### config.mk
export PLATFORM = sky130hd
export DESIGN_NAME = deadband_pid_motor_drive_top
export DESIGN_NICKNAME = d
export VERILOG_FILES = /design/src/rtl/dpmd_pkg.sv /design/src/rtl/dpmd_seq.sv /design/src/rtl/dpmd_datapath.sv /design/src/rtl/deadband_pid_motor_drive_top.sv
export SDC_FILE = /design/constraint.sdc
export NUM_CORES = 1
export LEC_CHECK = 0
export BUFFER_PORTS_ARGS = -buffer_cell sky130_fd_sc_hd__buf_2
export CELL_PAD_IN_SITES_DETAIL_PLACEMENT = 1
export CELL_PAD_IN_SITES_GLOBAL_PLACEMENT = 2
export CORE_MARGIN = 2
export CORE_UTILIZATION = 42
export CTS_CLUSTER_SIZE = 30
export DETAILED_ROUTE_END_ITERATION = 16
export PLACE_DENSITY_LB_ADDON = 0.1
export SLEW_MARGIN = 20
export SYNTH_ARGS = -nofsm -noshare
export SYNTH_HDL_FRONTEND = slang
export SYNTH_HIERARCHICAL = 1
export SYNTH_SLANG_ARGS = --single-unit
### constraint.sdc
create_clock -name clk -period 12.39 [get_ports clk]
set_input_delay 1.8585 -clock clk [delete_from_list [all_inputs] [get_ports clk]]
set_output_delay 1.8585 -clock clk [all_outputs]
set_load 0.005 [all_outputs]
### src/rtl/dpmd_pkg.sv
// Shared types, constants and the sequencer microcode for the deadband PID motor drive.
// Depends on nothing; used by dpmd_seq, dpmd_datapath and deadband_pid_motor_drive_top.
package dpmd_pkg;

    // Default parameter values
    localparam int VALUE_BITS_DEF     = 12;
    localparam int GAIN_FRAC_BITS_DEF = 8;

    // Fixed field widths
    localparam int GAIN_W   = 16;
    localparam int CFG_IDX_W = 3;
    localparam int DUTY_W   = 7;
    localparam int PWM_W    = 8;
    localparam int MAG_W    = 12;

    // Scaling constants
    localparam int INTEGRAL_LIMIT = 2000;
    localparam int FULL_SCALE     = 2500;
    localparam int DUTY_MAX       = 100;
    localparam int PWM_MAX        = 255;

    // Reciprocal multipliers: /25 for mag < 2500, /100 for duty*255 <= 25500
    localparam int DIV25_MUL    = 2622;
    localparam int DIV25_SHIFT  = 16;
    localparam int DIV100_MUL   = 20972;
    localparam int DIV100_SHIFT = 21;
    localparam int PWM_X_W      = 15;

    // Register indexes
    localparam logic [CFG_IDX_W-1:0] REG_KP        = 3'd0;
    localparam logic [CFG_IDX_W-1:0] REG_KI        = 3'd1;
    localparam logic [CFG_IDX_W-1:0] REG_KD        = 3'd2;
    localparam logic [CFG_IDX_W-1:0] REG_BAND_HIGH = 3'd3;
    localparam logic [CFG_IDX_W-1:0] REG_BAND_LOW  = 3'd4;

    // Register reset values
    localparam int KP_RESET        = 256;
    localparam int KI_RESET        = 0;
    localparam int KD_RESET        = 0;
    localparam int BAND_HIGH_RESET = 600;
    localparam int BAND_LOW_RESET  = 400;

    typedef enum logic [1:0] {
        DIR_FWD   = 2'd0,
        DIR_REV   = 2'd1,
        DIR_BRAKE = 2'd2
    } dir_t;

    // Microcode word
    localparam int STEP_W = 4;

    typedef enum logic [1:0] {
        COND_NONE,
        COND_WAIT_IN,
        COND_WAIT_OUT
    } cond_t;

    typedef enum logic [2:0] {
        A_ERR,
        A_DERR,
        A_MAG,
        A_DUTY,
        A_PROD
    } a_sel_t;

    typedef enum logic [2:0] {
        B_KP,
        B_KI,
        B_KD,
        B_DIV25,
        B_K255,
        B_DIV100
    } b_sel_t;

    typedef enum logic [1:0] {
        ACC_HOLD,
        ACC_LOAD_PROD,
        ACC_ADD_INT,
        ACC_ADD_PROD
    } acc_op_t;

    typedef struct packed {
        cond_t               cond;
        a_sel_t              a_sel;
        b_sel_t              b_sel;
        logic                mul_en;
        acc_op_t             acc_op;
        logic                err_en;
        logic                int_en;
        logic                prev_en;
        logic                mag_en;
        logic                duty_en;
        logic [STEP_W-1:0]   target;
    } ctrl_t;

    // Status from the handshake side into the sequencer
    typedef struct packed {
        logic in_valid;
        logic out_free;
    } seq_stat_t;

    localparam logic [STEP_W-1:0] STEP_IDLE = 4'd0;

    // Control program, one word per step
    function automatic ctrl_t ucode(input logic [STEP_W-1:0] step);
        ctrl_t w;
        w = '{cond: COND_NONE, a_sel: A_ERR, b_sel: B_KP, mul_en: 1'b0,
              acc_op: ACC_HOLD, err_en: 1'b0, int_en: 1'b0, prev_en: 1'b0,
              mag_en: 1'b0, duty_en: 1'b0, target: STEP_IDLE};
        case (step)
            4'd0:  w.cond = COND_WAIT_IN;            // wait for a measurement
            4'd1:  w.err_en = 1'b1;                  // deadband error
            4'd2:                                    // P product
            begin
                w.mul_en = 1'b1; w.a_sel = A_ERR; w.b_sel = B_KP;
            end
            4'd3:                                    // load P, I product
            begin
                w.acc_op = ACC_LOAD_PROD;
                w.mul_en = 1'b1; w.a_sel = A_ERR; w.b_sel = B_KI;
            end
            4'd4:                                    // update integral, D product
            begin
                w.int_en = 1'b1;
                w.mul_en = 1'b1; w.a_sel = A_DERR; w.b_sel = B_KD;
            end
            4'd5:                                    // add integral, save error
            begin
                w.acc_op = ACC_ADD_INT; w.prev_en = 1'b1;
            end
            4'd6:  w.acc_op = ACC_ADD_PROD;          // add D
            4'd7:  w.mag_en = 1'b1;                  // magnitude and direction
            4'd8:                                    // mag / 25
            begin
                w.mul_en = 1'b1; w.a_sel = A_MAG; w.b_sel = B_DIV25;
            end
            4'd9:  w.duty_en = 1'b1;                 // clamp duty
            4'd10:                                   // duty * 255
            begin
                w.mul_en = 1'b1; w.a_sel = A_DUTY; w.b_sel = B_K255;
            end
            4'd11:                                   // / 100
            begin
                w.mul_en = 1'b1; w.a_sel = A_PROD; w.b_sel = B_DIV100;
            end
            4'd12:                                   // hand off result
            begin
                w.cond = COND_WAIT_OUT; w.target = STEP_IDLE;
            end
            default: w.cond = COND_WAIT_OUT;
        endcase
        return w;
    endfunction

endpackage

### src/rtl/dpmd_seq.sv
// Microcode sequencer: step counter and control-word lookup with conditional jumps.
// Depends on dpmd_pkg.
module dpmd_seq (
    input  logic               clk,
    input  logic               rst_n,
    input  dpmd_pkg::seq_stat_t stat,
    output dpmd_pkg::ctrl_t    ctrl
);
    import dpmd_pkg::*;

    logic [STEP_W-1:0] step_reg;
    logic [STEP_W-1:0] step_next;

    // Fetch the word for the current step
    assign ctrl = ucode(step_reg);

    // Advance, hold on a wait condition, or jump
    always_comb
    begin
        step_next = step_reg + 1'b1;
        case (ctrl.cond)
            COND_WAIT_IN:  step_next = stat.in_valid ? step_reg + 1'b1 : step_reg;
            COND_WAIT_OUT: step_next = stat.out_free ? ctrl.target : step_reg;
            default:       step_next = step_reg + 1'b1;
        endcase
    end

    always_ff @(posedge clk or negedge rst_n)
    begin
        if (!rst_n)
        begin
            step_reg <= STEP_IDLE;
        end
        else
        begin
            step_reg <= step_next;
        end
    end

endmodule

### src/rtl/dpmd_datapath.sv
// Datapath: configuration registers, shared multiplier, accumulator, PID state
// and the output register. Depends on dpmd_pkg; driven by dpmd_seq control words.
module dpmd_datapath #(
    parameter int VALUE_BITS     = dpmd_pkg::VALUE_BITS_DEF,
    parameter int GAIN_FRAC_BITS = dpmd_pkg::GAIN_FRAC_BITS_DEF
) (
    input  logic                           clk,
    input  logic                           rst_n,
    input  dpmd_pkg::ctrl_t                ctrl,
    input  logic                           in_accept,
    input  logic [VALUE_BITS-1:0]          meas,
    input  logic                           cfg_write,
    input  logic [dpmd_pkg::CFG_IDX_W-1:0] cfg_index,
    input  logic [dpmd_pkg::GAIN_W-1:0]    cfg_data,
    input  logic                           out_ready,
    output logic                           out_valid,
    output logic                           out_free,
    output logic [1:0]                     direction,
    output logic [dpmd_pkg::DUTY_W-1:0]    duty_percent,
    output logic [dpmd_pkg::PWM_W-1:0]     pwm_level,
    output logic                           drive_a,
    output logic                           drive_b
);
    import dpmd_pkg::*;

    localparam int ERR_W  = VALUE_BITS + 1;
    localparam int DERR_W = VALUE_BITS + 2;
    localparam int A_W    = (DERR_W > GAIN_W) ? DERR_W : GAIN_W;
    localparam int PROD_W = A_W + GAIN_W + 1;
    localparam int SUM_W  = PROD_W + 2;
    localparam int INT_W  = 12 + GAIN_FRAC_BITS;
    localparam logic signed [SUM_W-1:0] LIMIT =
        SUM_W'(INTEGRAL_LIMIT) <<< GAIN_FRAC_BITS;

    // Configuration registers
    logic [GAIN_W-1:0]     kp_reg, ki_reg, kd_reg;
    logic [VALUE_BITS-1:0] band_high_reg, band_low_reg;

    // Working registers
    logic [VALUE_BITS-1:0]    meas_reg;
    logic signed [ERR_W-1:0]  err_reg;
    logic signed [ERR_W-1:0]  prev_reg;
    logic signed [INT_W-1:0]  integral_reg;
    logic signed [PROD_W-1:0] prod_reg;
    logic signed [SUM_W-1:0]  acc_reg;
    logic [MAG_W-1:0]         mag_reg;
    logic                     sat_reg;
    dir_t                     dir_reg;
    logic [DUTY_W-1:0]        duty_reg;

    // Output register
    logic              out_valid_reg;
    dir_t              out_dir_reg;
    logic [DUTY_W-1:0] out_duty_reg;
    logic [PWM_W-1:0]  out_pwm_reg;

    logic signed [ERR_W-1:0]  err_next;
    logic signed [DERR_W-1:0] derr;
    logic signed [A_W-1:0]    a_op;
    logic [GAIN_W-1:0]        b_op;
    logic signed [PROD_W-1:0] mul;
    logic signed [SUM_W-1:0]  int_sum;
    logic signed [SUM_W-1:0]  mag_abs;
    logic signed [SUM_W-1:0]  mag_shift;
    logic                     out_load;

    // Deadband error: upper edge tested first
    always_comb
    begin
        if (meas_reg > band_high_reg)
        begin
            err_next = $signed({1'b0, meas_reg}) - $signed({1'b0, band_high_reg});
        end
        else if (meas_reg < band_low_reg)
        begin
            err_next = $signed({1'b0, meas_reg}) - $signed({1'b0, band_low_reg});
        end
        else
        begin
            err_next = '0;
        end
    end

    assign derr = DERR_W'(err_reg) - DERR_W'(prev_reg);

    // Multiplier operand selection
    always_comb
    begin
        case (ctrl.a_sel)
            A_ERR:   a_op = A_W'(err_reg);
            A_DERR:  a_op = A_W'(derr);
            A_MAG:   a_op = A_W'($signed({1'b0, mag_reg}));
            A_DUTY:  a_op = A_W'($signed({1'b0, duty_reg}));
            A_PROD:  a_op = A_W'($signed({1'b0, prod_reg[PWM_X_W-1:0]}));
            default: a_op = '0;
        endcase
        case (ctrl.b_sel)
            B_KP:     b_op = kp_reg;
            B_KI:     b_op = ki_reg;
            B_KD:     b_op = kd_reg;
            B_DIV25:  b_op = GAIN_W'(DIV25_MUL);
            B_K255:   b_op = GAIN_W'(PWM_MAX);
            B_DIV100: b_op = GAIN_W'(DIV100_MUL);
            default:  b_op = '0;
        endcase
    end

    assign mul = a_op * $signed({1'b0, b_op});

    // Integral update with clear on overrun
    assign int_sum = SUM_W'(integral_reg) + SUM_W'(prod_reg);

    // Magnitude of the integer part, truncated toward zero
    assign mag_abs   = (acc_reg < 0) ? -acc_reg : acc_reg;
    assign mag_shift = mag_abs >>> GAIN_FRAC_BITS;

    assign out_free  = !out_valid_reg || out_ready;
    assign out_load  = (ctrl.cond == COND_WAIT_OUT) && out_free;
    assign out_valid = out_valid_reg;

    assign direction    = out_dir_reg;
    assign duty_percent = out_duty_reg;
    assign pwm_level    = out_pwm_reg;
    assign drive_a      = (out_dir_reg != DIR_REV);
    assign drive_b      = (out_dir_reg != DIR_FWD);

    // Configuration writes; unknown indexes are dropped
    always_ff @(posedge clk or negedge rst_n)
    begin
        if (!rst_n)
        begin
            kp_reg        <= GAIN_W'(KP_RESET);
            ki_reg        <= GAIN_W'(KI_RESET);
            kd_reg        <= GAIN_W'(KD_RESET);
            band_high_reg <= VALUE_BITS'(BAND_HIGH_RESET);
            band_low_reg  <= VALUE_BITS'(BAND_LOW_RESET);
        end
        else if (cfg_write)
        begin
            case (cfg_index)
                REG_KP:        kp_reg        <= cfg_data;
                REG_KI:        ki_reg        <= cfg_data;
                REG_KD:        kd_reg        <= cfg_data;
                REG_BAND_HIGH: band_high_reg <= cfg_data[VALUE_BITS-1:0];
                REG_BAND_LOW:  band_low_reg  <= cfg_data[VALUE_BITS-1:0];
                default:       ;
            endcase
        end
    end

    // Controller state
    always_ff @(posedge clk or negedge rst_n)
    begin
        if (!rst_n)
        begin
            integral_reg <= '0;
            prev_reg     <= '0;
        end
        else
        begin
            if (ctrl.int_en)
            begin
                if (int_sum > LIMIT || int_sum < -LIMIT)
                begin
                    integral_reg <= '0;
                end
                else
                begin
                    integral_reg <= INT_W'(int_sum);
                end
            end
            if (ctrl.prev_en)
            begin
                prev_reg <= err_reg;
            end
        end
    end

    // Working registers under microcode control
    always_ff @(posedge clk)
    begin
        if (in_accept)
        begin
            meas_reg <= meas;
        end
        if (ctrl.err_en)
        begin
            err_reg <= err_next;
        end
        if (ctrl.mul_en)
        begin
            prod_reg <= mul;
        end
        case (ctrl.acc_op)
            ACC_LOAD_PROD: acc_reg <= SUM_W'(prod_reg);
            ACC_ADD_INT:   acc_reg <= acc_reg + SUM_W'(integral_reg);
            ACC_ADD_PROD:  acc_reg <= acc_reg + SUM_W'(prod_reg);
            default:       acc_reg <= acc_reg;
        endcase
        if (ctrl.mag_en)
        begin
            sat_reg <= (mag_shift >= SUM_W'(FULL_SCALE));
            mag_reg <= mag_shift[MAG_W-1:0];
            if (acc_reg > 0)
            begin
                dir_reg <= DIR_FWD;
            end
            else if (acc_reg < 0)
            begin
                dir_reg <= DIR_REV;
            end
            else
            begin
                dir_reg <= DIR_BRAKE;
            end
        end
        if (ctrl.duty_en)
        begin
            duty_reg <= sat_reg ? DUTY_W'(DUTY_MAX) : prod_reg[DIV25_SHIFT +: DUTY_W];
        end
    end

    // Output register: hold until transfer, reload from the last step
    always_ff @(posedge clk or negedge rst_n)
    begin
        if (!rst_n)
        begin
            out_valid_reg <= 1'b0;
        end
        else if (out_load)
        begin
            out_valid_reg <= 1'b1;
        end
        else if (out_ready)
        begin
            out_valid_reg <= 1'b0;
        end
    end

    always_ff @(posedge clk)
    begin
        if (out_load)
        begin
            out_dir_reg  <= dir_reg;
            out_duty_reg <= duty_reg;
            out_pwm_reg  <= prod_reg[DIV100_SHIFT +: PWM_W];
        end
    end

endmodule

### src/rtl/deadband_pid_motor_drive_top.sv
// Deadband PID motor drive, top level. Depends on dpmd_pkg, dpmd_seq and dpmd_datapath.
// The 13-step microcode program, idle step included, shares one multiplier, waits in its
// last step while the result is stalled, and takes the next input only after the hand-off.
// Reset (rst_n low, asynchronous) clears the integral, previous error, sequencer and
// output valid, and loads the configuration registers with their defaults.
module deadband_pid_motor_drive_top #(
    parameter int VALUE_BITS     = dpmd_pkg::VALUE_BITS_DEF,
    parameter int GAIN_FRAC_BITS = dpmd_pkg::GAIN_FRAC_BITS_DEF
) (
    input  logic                                clk,
    input  logic                                rst_n,
    // Input stream
    input  logic                                s_tvalid,
    output logic                                s_tready,
    input  logic [((VALUE_BITS+7)/8)*8-1:0]     s_tdata,   // measured_value
    // Output stream
    output logic                                m_tvalid,
    input  logic                                m_tready,
    output logic [23:0]                         m_tdata,   // direction[1:0],
                                                           // duty_percent[8:2],
                                                           // pwm_level[16:9],
                                                           // drive_a[17], drive_b[18]
    // Configuration writes
    input  logic                                cfg_valid,
    output logic                                cfg_ready,
    input  logic [dpmd_pkg::CFG_IDX_W-1:0]      cfg_index,
    input  logic [dpmd_pkg::GAIN_W-1:0]         cfg_data
);
    import dpmd_pkg::*;

    localparam int OUT_USED = 2 + DUTY_W + PWM_W + 2;

    ctrl_t             ctrl;
    seq_stat_t         stat;
    logic              out_free;
    logic              in_accept;
    logic [1:0]        direction;
    logic [DUTY_W-1:0] duty_percent;
    logic [PWM_W-1:0]  pwm_level;
    logic              drive_a;
    logic              drive_b;

    // Accept input only in the idle step
    assign s_tready  = (ctrl.cond == COND_WAIT_IN);
    assign in_accept = s_tvalid && s_tready;
    assign cfg_ready = 1'b1;

    assign stat.in_valid = s_tvalid;
    assign stat.out_free = out_free;

    dpmd_seq u_seq (
        .clk   (clk),
        .rst_n (rst_n),
        .stat  (stat),
        .ctrl  (ctrl)
    );

    dpmd_datapath #(
        .VALUE_BITS     (VALUE_BITS),
        .GAIN_FRAC_BITS (GAIN_FRAC_BITS)
    ) u_datapath (
        .clk          (clk),
        .rst_n        (rst_n),
        .ctrl         (ctrl),
        .in_accept    (in_accept),
        .meas         (s_tdata[VALUE_BITS-1:0]),
        .cfg_write    (cfg_valid && cfg_ready),
        .cfg_index    (cfg_index),
        .cfg_data     (cfg_data),
        .out_ready    (m_tready),
        .out_valid    (m_tvalid),
        .out_free     (out_free),
        .direction    (direction),
        .duty_percent (duty_percent),
        .pwm_level    (pwm_level),
        .drive_a      (drive_a),
        .drive_b      (drive_b)
    );

    // Pack the result fields, lowest first
    assign m_tdata = {{(24-OUT_USED){1'b0}}, drive_b, drive_a, pwm_level,
                      duty_percent, direction};

endmodule
### Word-level counts from Yosys, hierarchy flattened

Index checks and enable logic that the tools add are counted.

| word-level totals | value |
|---|---|
| input bits | 40 |
| output and inout port bits | 27 |
| bits in registers | 242 |

| operators by class | value |
|---|---|
| mux-type cells | 21 |
| $add $sub $neg | 8 |
| equality and inequality tests | 32 |
| $lt $le $gt $ge | 7 |
| reductions and logical operators | 19 |
| $mul | 1 |

Operators by type and width:

| kind | count |
|---|---|
| $pmux 35 s3 | 1 |
| $pmux 16 s6 | 1 |
| $pmux 16 s5 | 1 |
| $pmux 7 s6 | 1 |
| $add 35x20->35 | 1 |
| $add 35x33->35 | 1 |
| $gt 35x1->1 const B | 1 |
| $gt 35x20->1 const B | 1 |
| $lt 35x1->1 const B | 1 |
| $lt 35x20->1 const B | 1 |
| $mux 35 | 1 |
| $neg 35->35 | 1 |
| $add 20x33->34 | 1 |
| $mul 16x17->33 | 1 |
| $ge 27x13->1 const B | 1 |
| $mux 13 | 2 |
| $sub 12x12->13 | 2 |
| $mux 20 | 1 |
| $eq 3x2->1 const B | 6 |
| $eq 4x3->1 const B | 4 |
| $eq 4x4->1 const B | 4 |
| $sub 13x13->14 | 1 |
| $eq 3x3->1 const B | 4 |
| $gt 12x12->1 | 1 |
| other kinds (24) | 48 |

### Longest topological paths before layout

Gate-level depths: netlist (run 1).

| depth | value |
|---|---|
| depth after elaboration | 6 |
| gate-level depth with buffers | 38 |
| gate-level depth less buffers | 37 |

### By module

The synthesis (run 1) kept the hierarchy.

Modules (own cells, without submodules):

| module | area an instance (um^2) | instances | sequential area each (um^2) | cells each |
|---|---|---|---|---|
| dpmd_datapath | 24308.3 | 1 | 6626.4 | 2636 |
| dpmd_seq | 500.5 | 1 | 100.1 | 64 |
| deadband_pid_motor_drive_top | 82.6 | 1 | 0.0 | 12 |

### Worst setup path after synthesis (run 1)

OpenSTA, ideal clock, no wires.

| path | value |
|---|---|
| path type | flip-flop to flip-flop |
| start | reg u_seq.step_reg[3] |
| end | reg u_datapath.prod_reg[32], data pin |
| period minus slack after synthesis | 8629 ps |
| path slack | 3761 ps |
| arrival | 8370 ps |
| stages on the path, launching flop included | 35 |
| required time | 12131 ps |
| cells stage by stage | dfrtp_1 -> clkbuf_2 -> inv_1 -> nor2_1 -> o21a_1 -> buf_1 -> mux2i_1 -> nor2_1 -> a31oi_1 -> nor2_1 -> a221oi_1 -> clkbuf_1 -> nor2_1 -> fa_1 -> inv_1 -> fa_1 -> fa_1 -> fa_1 -> inv_1 -> fa_1 -> inv_1 -> fa_1 -> inv_1 -> ha_1 -> a21oi_1 -> nor2b_1 -> or4_1 -> a21oi_1 -> o21bai_1 -> and3_1 -> o21a_1 -> o41a_1 -> a211oi_1 -> a21oi_1 -> xnor2_1 |

RTL lines:

| what | line | RTL |
|---|---|---|
| start, declared | dpmd_seq.sv:11 | `logic [STEP_W-1:0] step_reg;` |
| start signal, assigned | dpmd_seq.sv:36 | `step_reg <= step_next;` |
| end signal, assigned | dpmd_datapath.sv:192 | `prod_reg <= mul;` |
| end, declared | dpmd_datapath.sv:44 | `logic signed [PROD_W-1:0] prod_reg;` |

==> results.cfg, run 1 <==
[placement]
gp_congestion = 0.930
port_buffers = 56
hpwl_mm = 59.0

[clocking]
cts_buffers = 31
clk_latency_ps = 600
postCtsSetupRepairBufs = 0
cts_hold_buf = 0
ctsLongestPathBuffers = 3
cts_root_buffer = clkbuf_16
clock_sinks = 242
clk_pin_slew_ps = 60
cts_tree = done
htreeDepth = 1
cts_resized = 0

[timing]
worst_slew_pin_slew_ps = 1180
timing.slew.headroom_pct = 21.6
setup_viol = 0
clock_skew_ps = 18.8
finalHoldViolations = 0
fin_crit_sh_pct = 80.4
fmax_mhz = 100
period_minus_slack_ps = 9960
rsz0062_at_grt = false
holdWs_ps = 442
tns_ps = 0
maxSlewViolCount = 0

[setup_path]
cp_data_required_time_ps = 12730
cpPeakStageDelay_ps = 840
endpoint_kind = flip-flop
cp_slowest_cell = o21a_1
crit_type = reg2reg
startpoint = u_seq/step_reg[3]
cpMostUsedCell = fa_1
worstPathArrival_ps = 10290
regToRegStartpoint = u_seq/step_reg[3]
critPathMaxFanout = 22
critPathLaunchType = flip-flop

[die]
ios = 67
start_util_pct = 42.3
die_h_microns = 247
dieArea_sq_um = 61100
core_sq_um = 58800
die-width_microns = 247
rows = 89

[layout]
drive_gt1_share_pct = 10.4
fill_cells = 6759
area_growth_pct = 9.04
most-common-layout-cells = 315 x inv_1, 294 x nand2_1, 238 x nor2_1
diodes = 0
final_common_cell = inv_1
fin_nets = 3198
largest_reg_flops = 35

[worst_hold_path]
hold_start = u_datapath/dir_reg[1]
hold_class = reg2reg

[grt]
antenna_found_initial = 0
gr-total-overflow = 0
grt_pass1_vias = 21100
grt_usage_pct = 24.9
grt_first_pass_wirelength_mm = 118
grt_max_degree = 63

[yosys]
synthCells = 2707
netlist_area_sq_um = 24900
synth_area_per_cell_sq_um = 9.18
synth_warnings = 6

[detailed_routing]
via_per_inst = 5.52
wirelength_mm = 74.3
ant_nets = 0
firstDrtPassIters = 5
drc = 0
vias = 19500
wl_per_cell_microns = 21.1
drt_iter0_markers = 825

[flow_run]
drv_cap = 0

[status]
run_status = complete, no violations
## worst max-delay path: cells and delay by family (launching register included)
family,cells,cell delay [ps]
compound gates,11,3460
simple gates,8,1420
buf+inv,4,530
fa+ha+maj,7,3540
xor+xnor,1,150
flops,1,530
## through the flow
stage	cell area, sq um	setup WS, ps	cells	utilization, %
3_5_place_dp	26000	2460	3469	44.3
6_report	27100	2430	3528	46.1
2_1_floorplan	24900	3760	2711	-
4_1_cts	27100	2400	3527	46.1
3_3_place_gp	26000	2640	3469	44.3
5_1_grt	27100	1730	3528	46.1
## final cells by class
cell class	count	area, sq um	share of cell area [%]
Timing Repair Buffer	87	515	1.90
Tap cell	773	967	3.57
Inverter	317	1190	4.39
Sequential cell	242	6730	24.8
Clock buffer	42	858	3.17
Clock inverter	16	204	0.752
Multi-Input combinational cell	2051	16600	61.4
## final timing paths
| path | end | slack (ps) | depth (start not counted) |
|---|---|---|---|
| hold / removal | u_datapath/direction[1] | 440 | 0 |
| hold reg to reg | u_datapath/direction[1] | 440 | 0 |
| min in group asynchronous | u_datapath/band_low_reg[1] | 1330 | 1 |
| setup reg to reg | u_datapath/prod_reg[32] | 2430 | 31 |
| max in group asynchronous | u_datapath/kd_reg[12] | 9760 | 2 |
| setup / recovery | u_datapath/prod_reg[32] | 2430 | 31 |
## routing by layer
| metal | up-vias | wire [microns] | share of wire (%) | track usage [%] |
|---|---|---|---|---|
| met5 | - | 0 | 0 | 0 |
| met4 | 0 | 2070 | 2.8 | 6.69 |
| met3 | 105 | 2570 | 3.5 | 2.84 |
| met2 | 271 | 36000 | 48 | 43.5 |
| met1 | 9848 | 33700 | 45 | 32.6 |
| li1 | 9247 | - | - | - |
Power of run 1 is not shown: default switching activity piles up to over one toggle a cycle in this logic, so the estimate is an artifact.
==> run 2, diff against run 1 <==
--- a/config.mk
+++ b/config.mk
@@ -9,7 +9,7 @@
 export CELL_PAD_IN_SITES_DETAIL_PLACEMENT = 1
 export CELL_PAD_IN_SITES_GLOBAL_PLACEMENT = 2
 export CORE_MARGIN = 2
-export CORE_UTILIZATION = 42
+export CORE_UTILIZATION = 38
 export CTS_CLUSTER_SIZE = 30
 export DETAILED_ROUTE_END_ITERATION = 16
 export PLACE_DENSITY_LB_ADDON = 0.1
==> constraint.sdc (replaced) <==
create_clock -name clk -period 9.06 [get_ports clk]
set_input_delay 1.359 -clock clk [delete_from_list [all_inputs] [get_ports clk]]
set_output_delay 1.359 -clock clk [all_outputs]
set_load 0.005 [all_outputs]
==> run 2 against run 1 <==
  * Global-route usage is 2.1 points lower
  * Cell area is 2.7% higher
  * First-iteration DRC count is 0.12% lower
  * Wire length is 1.3% higher
  * Largest cell class unchanged
==> results.cfg, run 2 (synthesized netlist as in run 1, its figures left out) <==
[grt]
grt_pass1_vias = 21000
gr-total-overflow = 0
grt_first_pass_wirelength_mm = 120
grt_use_met3_pct = 2.27
busiest_layer = met2
grt_max_degree = 64
grtUsageMet2_pct = 38.9
gr-usage-met1_pct = 30.7
antenna_found_initial = 0
grt_usage_pct = 22.7

[layout]
fin_nets = 3259
most-common-layout-cells = 315 x inv_1, 294 x nand2_1, 236 x nor2_1
drive_gt1_share_pct = 13.5
diodes = 0
largest_reg_flops = 35
final_common_cell = inv_1
area_growth_pct = 12.0
final_area_sq_um = 27800

[detailed_routing]
drc = 0
wl_per_cell_microns = 20.5
vias = 19400
drt_iter0_markers = 824
firstDrtPassIters = 5
via_per_inst = 5.29
ant_nets = 0
wirelength_mm = 75.3

[setup_path]
cp_slowest_cell = fa_1
crit_family = adder cells
critPathMaxFanout = 16
crit_type = reg2reg
cpPeakStageDelay_ps = 550
worst-path-buf-inv = 7
worstPathArrival_ps = 9020
cp_data_required_time_ps = 9400
endpoint_kind = flip-flop
critPathLaunchType = flip-flop

[clocking]
htreeDepth = 1
clk_latency_ps = 610
clock_sinks = 242
cts_hold_buf = 0
cts_root_buffer = clkbuf_16
cts_tree = done
cts_buffers = 30
clk_pin_slew_ps = 60
ctsLongestPathBuffers = 3

[placement]
place_area_sq_um = 26600
gp_congestion = 0.901
port_buffers = 56
hpwl_mm = 61.6

[timing]
finalHoldViolations = 0
maxSlewViolCount = 0
clock_skew_ps = 23.8
worst_slew_pin_slew_ps = 1120
timing.slew.headroom_pct = 23.3
fmax_mhz = 115
period_minus_slack_ps = 8680
setup_viol = 0
fin_crit_sh_pct = 95.8

[flow_run]
drv_cap = 0

[die]
dieArea_sq_um = 67500
core_sq_um = 64600
rows = 93
die-width_microns = 260
die_h_microns = 260
start_util_pct = 38.5
ios = 67

[worst_hold_path]
hold_class = reg2reg

[status]
run_status = complete, no violations
run 2: cell count changes in the layout (fill, tap and decap cells not counted), sizes merged:
| cell | previous run | this run |
|---|---|---|
| buf | 87 | 149 |
| clkbuf | 42 | 36 |
| clkinv | 9 | 13 |
| clkinvlp | 2 | 0 |
| inv | 318 | 320 |
run 2: layout make-up:
cell class	instances	area, sq um
Clock buffer	36	847
Clock inverter	20	240
Fill cell	7435	36700
Inverter	317	1190
Multi-Input combinational cell	2051	16700
Sequential cell	242	6730
Tap cell	855	1070
Timing Repair Buffer	149	1040
run 2: through the flow:
stage / setup TNS [ps] / std cells / setup WS, ps / hold slack [ps] / util, %
2_1_floorplan: 0 / 2711 / 431 / 400 / -
3_3_place_gp: 0 / 3605 / 10.5 / 406 / 41.1
3_5_place_dp: -316 / 3605 / -140 / 407 / 41.1
4_1_cts: 0 / 3661 / 3.78 / 421 / 42.8
5_1_grt: -26.0 / 3670 / -26.0 / 434 / 43.1
6_report: 0 / 3670 / 383 / 419 / 43.1
run 2: routing by layer:
metal	up-vias	routed length, microns
li1	9361	-
met1	9741	35300
met2	203	36100
met3	95	1910
met4	0	2080
met5	-	0
run 2: final timing paths:
check	end	startpoint	depth (start not counted)	slack (ps)
max in group asynchronous	u_datapath/kd_reg[12]	rst_n	2	6980
max	u_datapath/prod_reg[32]	u_datapath/err_reg[0]	36	380
min in group asynchronous	u_datapath/band_low_reg[1]	rst_n	1	770
min	u_datapath/direction[1]	u_datapath/dir_reg[1]	0	420
min reg2reg	u_datapath/direction[1]	u_datapath/dir_reg[1]	0	420
max reg2reg	u_datapath/prod_reg[32]	u_datapath/err_reg[0]	36	380
run 2: what timing repair did:
action                     in CTS  in global routing
buffers inserted                0                  8
pin swaps                       0                  6
gates resized for setup         5                 34
setup endpoints to repair       3                 10
Power of run 2 is left out for the same reason.
